`config.mk`:
```
export PLATFORM = sky130hd
export DESIGN_NAME = one_shot_timer_table_core
export DESIGN_NICKNAME = d
export VERILOG_FILES = /design/src/sv/ostt_pkg.sv /design/src/sv/ostt_cell.sv /design/src/sv/one_shot_timer_table_core.sv
export SDC_FILE = /design/constraint.sdc
export NUM_CORES = 2
export LEC_CHECK = 0
export BUFFER_PORTS_ARGS = -buffer_cell sky130_fd_sc_hd__buf_2
export CAP_MARGIN = 40
export CORE_MARGIN = 1
export CORE_UTILIZATION = 47
export CTS_BUF_LIST = sky130_fd_sc_hd__clkbuf_8
export DETAILED_ROUTE_END_ITERATION = 10
export GPL_TIMING_DRIVEN = 1
export PLACE_DENSITY = 0.71
export REMOVE_ABC_BUFFERS = 1
export SYNTH_ARGS = -nofsm -noshare
export SYNTH_HDL_FRONTEND = slang
export SYNTH_HIERARCHICAL = 1
export SYNTH_SLANG_ARGS = --single-unit
```
`constraint.sdc`:
```
create_clock -name clock -period 45.6 [get_ports clock]
set_input_delay 0 -clock clock [delete_from_list [all_inputs] [get_ports clock]]
set_output_delay 0 -clock clock [all_outputs]
set_load 0.1 [all_outputs]
```
`src/sv/ostt_pkg.sv`:
```
`timescale 1ns / 1ps
package ostt_pkg;
   localparam int NUM_SLOTS_DEF = 16;
   localparam logic [31:0] SIGN32 = 32'h8000_0000;

   localparam logic [1:0] F_TICK   = 2'd0;
   localparam logic [1:0] F_ARM    = 2'd1;
   localparam logic [1:0] F_CANCEL = 2'd2;
   localparam logic [1:0] F_NONE   = 2'd3;

   localparam logic [2:0] K_ARM_OK    = 3'd0;
   localparam logic [2:0] K_ARM_FULL  = 3'd1;
   localparam logic [2:0] K_CAN_OK    = 3'd2;
   localparam logic [2:0] K_CAN_NF    = 3'd3;
   localparam logic [2:0] K_EXPIRED   = 3'd4;
   localparam logic [2:0] K_TICK_DONE = 3'd5;

   typedef struct packed {
      logic [1:0]  func;
      logic [30:0] delay_ticks;
      logic [31:0] user_tag;
      logic [31:0] timer_id;
   } req_type;

   typedef struct packed {
      logic [2:0]         kind;
      logic [31:0]        result_id;
      logic [31:0]        result_tag;
      logic signed [31:0] time_to_next;
      logic               last;
   } rsp_type;

   // one timer slot as it travels round the ring
   typedef struct packed {
      logic        valid;
      logic        expired;
      logic [31:0] id;
      logic [31:0] deadline;
      logic [31:0] tag;
   } slot_type;
endpackage

```
`src/sv/ostt_cell.sv`:
```
`timescale 1ns / 1ps
module ostt_cell (
   input  logic              clock,
   input  logic              reset,
   input  logic              shift_en,
   input  ostt_pkg::slot_type din,
   output ostt_pkg::slot_type dout
);
   import ostt_pkg::*;

   logic        valid_ff, expired_ff;
   logic [31:0] id_ff, deadline_ff, tag_ff;

   always_ff @(posedge clock) begin
      if (reset) begin
         valid_ff   <= 1'b0;
         expired_ff <= 1'b0;
      end else if (shift_en) begin
         valid_ff   <= din.valid;
         expired_ff <= din.expired;
      end
   end

   always_ff @(posedge clock) begin
      if (shift_en) begin
         id_ff       <= din.id;
         deadline_ff <= din.deadline;
         tag_ff      <= din.tag;
      end
   end

   assign dout = '{valid: valid_ff, expired: expired_ff, id: id_ff,
                   deadline: deadline_ff, tag: tag_ff};
endmodule

```
`src/sv/one_shot_timer_table_core.sv`:
```
`timescale 1ns / 1ps
// Channel    Handshake              Payload
// request    start / busy           req_data  (func, delay, tag, id)
// response   rsp_strobe (1 cycle)   rsp_data  (kind, id, tag, time_to_next, last)
//
// Arm and cancel make a scan lap of the slot ring, then respond.
// Tick makes a scan lap, then an emit lap in which the expiries come out.
// Laps are paced by the slot ring, which moves one slot past the
// head unit each cycle of a lap. Func 3 is dropped without going busy.
// Reset clears all slot valid bits, now and sets next id to 1.
// Responses cannot be held off; the output register frees the core, so the
// next request may be accepted while the final response is on the port.
module one_shot_timer_table_core #(
   parameter int NUM_SLOTS = ostt_pkg::NUM_SLOTS_DEF
) (
   input  logic              clock,
   input  logic              reset,
   input  logic              start,
   output logic              busy,
   input  ostt_pkg::req_type req_data,
   output logic              rsp_strobe,
   output ostt_pkg::rsp_type rsp_data
);
   import ostt_pkg::*;

   localparam int CW = (NUM_SLOTS > 1) ? $clog2(NUM_SLOTS) : 1;
   localparam logic [CW-1:0] LAST_STEP = CW'(NUM_SLOTS - 1);

   typedef enum logic [3:0] {
      S_IDLE = 4'b0001,
      S_SCAN = 4'b0010,
      S_EMIT = 4'b0100,
      S_DONE = 4'b1000
   } state_type;

   state_type state_ff, state_in;
   logic [CW-1:0] cnt_ff, cnt_in;
   logic [1:0]    func_ff;
   logic [30:0]   delay_ff;
   logic [31:0]   tag_ff, tid_ff;
   logic [31:0]   now_ff, now_in, next_id_ff, next_id_in;
   logic [31:0]   new_id_ff, new_id_in;
   logic          hit_ff, hit_in;
   logic          any_ff, any_in;
   logic [31:0]   best_ff, best_in;
   logic          rsp_strobe_ff, rsp_strobe_in;
   rsp_type       rsp_ff, rsp_in;

   slot_type ring [NUM_SLOTS];
   slot_type head, wb;
   logic     shift_en;

   // ring: each cell takes its upper neighbour, the tail takes the write-back
   genvar gi;
   generate
      for (gi = 0; gi < NUM_SLOTS; gi++) begin : g_cell
         if (gi == NUM_SLOTS - 1) begin : g_tail
            ostt_cell u_cell (.clock(clock), .reset(reset), .shift_en(shift_en),
                              .din(wb), .dout(ring[gi]));
         end else begin : g_body
            ostt_cell u_cell (.clock(clock), .reset(reset), .shift_en(shift_en),
                              .din(ring[gi+1]), .dout(ring[gi]));
         end
      end
   endgenerate

   assign head     = ring[0];
   assign shift_en = (state_ff == S_SCAN) || (state_ff == S_EMIT);

   logic          accept;
   logic [31:0]   diff, key, ttn;
   logic          cur_any, fresh;
   logic [31:0]   head_diff;

   assign accept    = start && (state_ff == S_IDLE);
   assign head_diff = head.deadline - now_ff;

   always_comb begin
      ttn = !any_ff ? 32'hFFFF_FFFF : ((best_ff <= SIGN32) ? 32'd0 : (best_ff ^ SIGN32));
   end

   always_comb begin
      state_in      = state_ff;
      cnt_in        = cnt_ff;
      now_in        = now_ff;
      next_id_in    = next_id_ff;
      new_id_in     = new_id_ff;
      hit_in        = hit_ff;
      any_in        = any_ff;
      best_in       = best_ff;
      rsp_strobe_in = 1'b0;
      rsp_in        = rsp_ff;
      wb            = head;
      fresh         = 1'b0;
      diff          = head_diff;
      cur_any       = any_ff;
      key           = '0;

      case (state_ff)
         S_IDLE: begin
            if (start && req_data.func != F_NONE) begin
               state_in = S_SCAN;
               cnt_in   = '0;
               hit_in   = 1'b0;
               if (req_data.func == F_TICK) now_in = now_ff + 32'd1;
            end
         end
         S_SCAN: begin
            case (func_ff)
               F_ARM: begin
                  if (!hit_ff && !head.valid) begin
                     wb = '{valid: 1'b1, expired: 1'b0, id: next_id_ff,
                            deadline: now_ff + {1'b0, delay_ff}, tag: tag_ff};
                     fresh     = 1'b1;
                     hit_in    = 1'b1;
                     new_id_in = next_id_ff;
                     next_id_in = (next_id_ff == 32'hFFFF_FFFF) ? 32'd1
                                                                : next_id_ff + 32'd1;
                  end
               end
               F_CANCEL: begin
                  if (tid_ff != '0 && !hit_ff && head.valid && head.id == tid_ff) begin
                     wb.valid = 1'b0;
                     hit_in   = 1'b1;
                  end
               end
               default: begin
                  // tick: due when deadline - now is zero or negative
                  if (head.valid && (head_diff == '0 || head_diff[31])) begin
                     wb.valid   = 1'b0;
                     wb.expired = 1'b1;
                  end
               end
            endcase
            // running minimum over the slots as they leave the head unit
            if (fresh) diff = {1'b0, delay_ff};
            key     = diff ^ SIGN32;
            cur_any = (cnt_ff == '0) ? 1'b0 : any_ff;
            if (wb.valid) begin
               if (!cur_any || key < best_ff) best_in = key;
               any_in = 1'b1;
            end else begin
               any_in = cur_any;
            end
            cnt_in = cnt_ff + 1'b1;
            if (cnt_ff == LAST_STEP) begin
               cnt_in   = '0;
               state_in = (func_ff == F_TICK) ? S_EMIT : S_DONE;
            end
         end
         S_EMIT: begin
            wb.expired = 1'b0;
            if (head.expired) begin
               rsp_strobe_in = 1'b1;
               rsp_in = '{kind: K_EXPIRED, result_id: head.id, result_tag: head.tag,
                          time_to_next: ttn, last: 1'b0};
            end
            cnt_in = cnt_ff + 1'b1;
            if (cnt_ff == LAST_STEP) begin
               cnt_in   = '0;
               state_in = S_DONE;
            end
         end
         S_DONE: begin
            rsp_strobe_in = 1'b1;
            rsp_in = '{kind: K_TICK_DONE, result_id: '0, result_tag: '0,
                       time_to_next: ttn, last: 1'b1};
            if (func_ff == F_ARM) begin
               rsp_in.kind      = hit_ff ? K_ARM_OK : K_ARM_FULL;
               rsp_in.result_id = hit_ff ? new_id_ff : '0;
            end else if (func_ff == F_CANCEL) begin
               rsp_in.kind = (hit_ff || tid_ff == '0) ? K_CAN_OK : K_CAN_NF;
            end
            state_in = S_IDLE;
         end
         default: state_in = S_IDLE;
      endcase
   end

   always_ff @(posedge clock) begin
      if (reset) begin
         state_ff      <= S_IDLE;
         cnt_ff        <= '0;
         now_ff        <= '0;
         next_id_ff    <= 32'd1;
         hit_ff        <= 1'b0;
         any_ff        <= 1'b0;
         rsp_strobe_ff <= 1'b0;
      end else begin
         state_ff      <= state_in;
         cnt_ff        <= cnt_in;
         now_ff        <= now_in;
         next_id_ff    <= next_id_in;
         hit_ff        <= hit_in;
         any_ff        <= any_in;
         rsp_strobe_ff <= rsp_strobe_in;
      end
   end

   always_ff @(posedge clock) begin
      if (accept) begin
         func_ff  <= req_data.func;
         delay_ff <= req_data.delay_ticks;
         tag_ff   <= req_data.user_tag;
         tid_ff   <= req_data.timer_id;
      end
      new_id_ff <= new_id_in;
      best_ff   <= best_in;
      rsp_ff    <= rsp_in;
   end

   assign busy       = (state_ff != S_IDLE);
   assign rsp_strobe = rsp_strobe_ff;
   assign rsp_data   = rsp_ff;
endmodule

```
Word level (Yosys, flattened, before mapping)
Index checks and enable logic that the tools add are counted.

word-level totals
  output and inout bits = 102
  register bits = 1904
  input port bits = 100
  logic and storage cells = 199

cells by class
  multiplexer cells = 43
  eq/ne operators = 18
  reductions and logical operators = 31
  bitwise gates (word level) = 2
  $add $sub $neg = 5
  magnitude comparators = 2

operators by type and width
  cell                                            count
  two-way mux 32 bit                              7
  case mux 100 bit (2 select lines)               1
  two-way mux 96 bit                              2
  two-way mux 100 bit                             1
  two-way mux 98 bit                              1
  adder 32 x 1 -> 32 bit (second input constant)  2
  logical NOT 32 bit                              2
  adder 32 x 31 -> 32 bit                         1
  equality test 32 bit                            1
  equality test 32 bit (second input constant)    1
  <= comparator 32 bit (second input constant)    1
  < comparator 32 bit                             1
  nonzero test 32 bit                             1
  subtractor 32 bit                               1
  two-way mux 4 bit                               6
  two-way mux 1 bit                               14
  case mux 1 bit (2 select lines)                 6
  case mux 4 bit (3 select lines)                 1
  AND reduction 3 bit                             4
  equality test 4 bit (second input constant)     2
  != test 2 x 1 -> 1 bit (second input constant)  4
  case mux 4 bit (2 select lines)                 1
  logical AND 1 bit                               7
  two-way mux 3 bit                               2
  20 further kinds                                31

Logic depth before layout (Yosys ltp)
  depth in word-level cells = 11
  mapped depth = 23
  mapped depth without buffers = 23

Modules after synthesis
Netlist, hierarchy kept.

by module, submodules not included
  module                     cells each  seq. area each (um^2)  area each (um^2)  instances
  ostt_cell                  104         2922.8                 2965.3            16
  one_shot_timer_table_core  1889        9339.0                 18380.1           1

Worst setup path before layout
No wires, ideal clock.

  path type = register to register
  from = register state_ff[1]
  to = register cnt_ff[1]
  path slack = 11144 ps
  arrival = 34295 ps
  required time = 45439 ps
  path buffers = 0
  clock period less this slack = 34456 ps
  setup time = 161 ps
  stages on the path, launching flop included = 6
  cell sequence = dfxtp_1 nand2b_1 a211o_1 inv_1 a22oi_1 nor2_1

on the way
  word-level cells in the longest chain between the ends = 4
  elaborated cells between the ends (all ways) = 8
  classes of those cells = eq/ne: 4; mux: 1; reduce/logical: 3

ends and longest elaborated chain
  item                                                                          line                              RTL
  start: declaration                                                            one_shot_timer_table_core.sv:36   state_type state_ff, state_in;
  start signal: assignment                                                      one_shot_timer_table_core.sv:190  state_ff <= state_in;
  equality test 4 x 2 -> 1 bit or equality test 4 x 3 -> 1 bit (tied branches)  one_shot_timer_table_core.sv:99   case (state_ff)
  OR reduction 2 bit (no source line)                                           --
  nonzero test 2 bit (no source line)                                           --
  AND reduction 2 bit (no source line)                                          --
  end signal: assignment                                                        one_shot_timer_table_core.sv:191  cnt_ff <= cnt_in;
  end: declaration                                                              one_shot_timer_table_core.sv:37   logic [CW-1:0] cnt_ff, cnt_in;

Several ways; a longest one is shown, not always the timed one.
A chain may end at the register's enable or synchronous reset.

Final worst setup path
  from = register g_cell[0].g_body.u_cell.deadline_ff[0]
  to = register best_ff[19] (enable)

on the way
  word-level cells in the longest chain between the ends = 8
  elaborated cells between the ends (all ways) = 13
  classes of those cells = add/sub: 1; order compare: 1; mux: 5; bitwise: 1; reduce/logical: 5

ends and longest elaborated chain
  item                                                                         line                              RTL
  start: declaration                                                           ostt_cell.sv:12                   logic [31:0] id_ff, deadline_ff, tag_ff;
  start signal: assignment                                                     ostt_cell.sv:27                   deadline_ff <= din.deadline;
  subtractor 32 bit *                                                          one_shot_timer_table_core.sv:76   assign head_diff = head.deadline - now_ff;
  parallel branches: the longest is 6 deep, another holds < comparator 32 bit  --
  AND reduction 3 bit (no source line) *                                       --
  end signal: assignment                                                       one_shot_timer_table_core.sv:208  best_ff <= best_in;
  end: declaration                                                             one_shot_timer_table_core.sv:45   logic [31:0] best_ff, best_in;

Mark *: on every way between the ends. The select of a mux whose other input is x is not followed.

==> flow_summary.ini <==
[hold_path]
hold_path_depth = 6
hold_end = hit_ff$_SDFFE_PP0P_
min_from = req_data[96]
hold_path.class = in2reg

[route]
drt_iter0_drc = 3156
vias_per_cell = 5.096
wl_um = 123100
antenna_left = 0
via_count = 32200
firstDrtPassIters = 6
drcViolationCount = 0
drt-wirelength-per-cell_um = 19.49

[timing]
finClkSkew_ns = 0.07868
rsz0062_at_grt = false
finalSetupTns_ns = 0
fmax_mhz = 170.7
hold_viol = 0
hold_slack_ns = 0.1270
drv_slew = 0
setup_viol = 0
tightest_slew_ns = 1.096
fin_ws_ns = 39.74
slew-limit-headroom_pct = 26.93
timing.final.crit_share_pct = 12.85
min_period_ns = 5.858

[placed_design]
dp_hpwl_um = 72020
io_buffers = 201
place_ws_ns = 39.79
gp_congestion = 0.8876

[logic_synthesis]
yosys_register_bits = 1904
synth.most_common_cell = edfxtp_1
synth_top_area_share_pct = 81.98
ys_top_cells_by_area = edfxtp_1, dfxtp_1, nand2_1
synth_edf_count = 1797
ys_top_cells_by_count = edfxtp_1, nand2_1, nor2_1
async_reset_ff_share_pct = 0
syn_avg_cell_area_um2 = 18.53
syn_inst = 3553
synth_ff_type = edfxtp_1
synth_area_leader_cell = edfxtp_1
synth_cell_types = 92
syn_area_um2 = 65830
yosys_warnings = 6
ys_seq_area_share_pct = 85.23

[global_routing]
grt_max_degree = 205
grt_pass1_wl_um = 186300
grt_pass1_vias = 32230
grt_antenna_before_repair = 8
gr-usage-all-layers_pct = 17.33
grt_remaining_overflow = 0

[floorplanning]
dieHeight_um = 376.2
num_rows = 136
die_w_um = 376.2
die_area_um2 = 141600
io-pin-count = 202
start_util_pct = 47.64
core_um2 = 138200

[cts]
cts_tree = yes
cts_made_buffers = 315
post_cts_buffers = 0
cts.sinks = 1904
clockBufferDepth = 4
htree_levels = 5
clkLatencyLatePin_ns = 0.98
cts.clk_slew.worst_paths_ns = 0.07
clockRootBuffer = clkbuf_8

[worst_setup_path]
cp.required_ns = 46.27
startpoint_type = register
worstReg2RegEnd = best_ff[19]$_DFFE_PP_
path_class = reg2reg
cp_max_fo = 17
crit_arrival_ns = 6.53
cp-end-kind = register
r2r_cells = 22
r2r_start = g_cell[0].g_body.u_cell/deadline_ff[0]$_DFFE_PP_
rrSetupSlack_ns = 39.74

[flow_run]
drv_cap = 0

[outcome]
outcome = complete, no violations

[power]
p_clk_share_pct = 40.7
p_comb_share_pct = 2.0
p_per_area_nw_per_um2 = 43.62
vdd_drop_max_v = 0.00003444
swShare_pct = 20.56
switching_power_uw = 691.3
internal_power_uw = 2671
p_seq_share_pct = 57.4
p_leak_uw = 0.02647
p_total_uw = 3363

[layout]
nets = 4423
fin_util_pct = 55.79
areaGrowthSynthToFinish_pct = 17.11
drive_gt1_share_pct = 14.98
[power groups by stage]
stage	registers (uW)	clock network, uW	logic [uW]
floorplan	1990	0	32.1
global placement	1960	0	48.4
detailed placement	1970	0	51.7
CTS	1930	1420	65.2
global route	1930	1490	71.7
finish	1930	1370	65.6
[registers in the layout (all words and copies together) (netlist names), 15 cells and up]
register	count
g_cell.g_tail.u_cell/deadline_ff	32
g_cell.g_tail.u_cell/id_ff	32
g_cell.g_body.u_cell/expired_ff	15
g_cell.g_body.u_cell/deadline_ff	480
g_cell.g_tail.u_cell/tag_ff	32
rsp_data	100
g_cell.g_body.u_cell/tag_ff	480
next_id_ff	32
tag_ff	32
best_ff	32
delay_ff	31
tid_ff	32
new_id_ff	32
g_cell.g_body.u_cell/id_ff	480
now_ff	32
g_cell.g_body.u_cell/valid_ff	15
[worst max-delay path: stages, from the launching register on]
cell and delay, ns:
edfxtp_1 0.37, inv_1 0.09, ha_1 0.16, inv_1 0.05, fa_1 0.41, a211oi_2 0.36, o21ai_1 0.19, a221o_1 0.40
and3_1 0.19, o31ai_1 0.42, a21boi_0 0.22, o31ai_1 0.36, ha_1 0.29, nand2_1 0.08, or3_1 0.13, nor2_1 0.05
a211oi_1 0.19, o21ai_0 0.17, a2111oi_0 0.33, a21oi_1 0.14, o2bb2ai_1 0.17, a21oi_4 0.54, buf_16 0.23
[per-layer routing]
metal  GRT usage (%)  up-vias  share of wire [%]
met5               0        -                  0
met4           7.908        0                3.5
met3           3.441      288                5.7
met2           24.73     1080                 43
met1           25.78    16050                 48
li1                -    14780                  -
[metrics by stage]
step           cell area [um^2]  instances
6_report                  77090       6318
5_1_grt                   77080       6312
4_1_cts                   77070       6309
3_5_place_dp              69400       5568
3_3_place_gp              68980       5550
2_1_floorplan             65350       3460
[cells by family (layout without fill, tap and decap cells)]
family / after synthesis / in the layout / share of synthesized area (%)
buf+inv: 197 / 1090 / 1.317
other cells: 0 / 9 / 0
fa+ha+maj: 102 / 102 / 1.962
compound gates: 341 / 341 / 3.323
flops: 1904 / 1904 / 85.23
xor+xnor: 131 / 131 / 1.743
simple gates: 841 / 841 / 5.856
mux: 37 / 37 / 0.5683
[worst max-delay path by stage]
stage | start | to | depth (start not counted)
2_1_floorplan | state_ff[1]$_SDFFE_PP0P_ | cnt_ff[1]$_SDFFE_PP0P_ | 5
3_3_place_gp | now_ff[0]$_SDFFE_PP0P_ | best_ff[19]$_DFFE_PP_ | 20
3_5_place_dp | now_ff[0]$_SDFFE_PP0P_ | best_ff[20]$_DFFE_PP_ | 21
4_1_cts | g_cell[0].g_body.u_cell/deadline_ff[0]$_DFFE_PP_ | best_ff[19]$_DFFE_PP_ | 22
5_1_grt | g_cell[0].g_body.u_cell/deadline_ff[0]$_DFFE_PP_ | best_ff[19]$_DFFE_PP_ | 22
6_report | g_cell[0].g_body.u_cell/deadline_ff[0]$_DFFE_PP_ | best_ff[19]$_DFFE_PP_ | 22
[placed cells by master, fill, tap and decap left out, drive strengths merged, types with 23 or more instances in the layout]
| cell | netlist | layout |
|---|---|---|
| nor2 | 157 | 157 |
| ha | 100 | 100 |
| buf | 39 | 244 |
| a21oi | 75 | 75 |
| inv | 103 | 196 |
| o21ai | 123 | 123 |
| and2 | 40 | 40 |
| dlygate4sd3 | 0 | 199 |
| xnor2 | 96 | 96 |
| nand2 | 404 | 404 |
| nor4 | 23 | 23 |
| mux2i | 34 | 34 |
| edfxtp | 1797 | 1797 |
| and3 | 26 | 26 |
| clkbuf | 54 | 324 |
| clkinv | 1 | 106 |
| a21o | 39 | 39 |
| nand4 | 27 | 27 |
| nand3 | 68 | 68 |
| xor2 | 35 | 35 |
| nor3 | 29 | 29 |
| dfxtp | 107 | 107 |
[layout make-up]
class                           count  area, um^2
Timing Repair Buffer              444        3654
Inverter                          104       400.4
Clock inverter                    218        1216
Clock buffer                      324        4459
Multi-Input combinational cell   1452        8904
Sequential cell                  1904       56100
Fill cell                       10490       61080
Antenna cell                        9       22.52
Tap cell                         1863        2331
[what timing repair did]
action	4_1_cts	5_1_grt
hold buffers	199	0
resized for setup	0	0
hold endpoints to repair	261	0
Power figures use the tool's default switching activity.
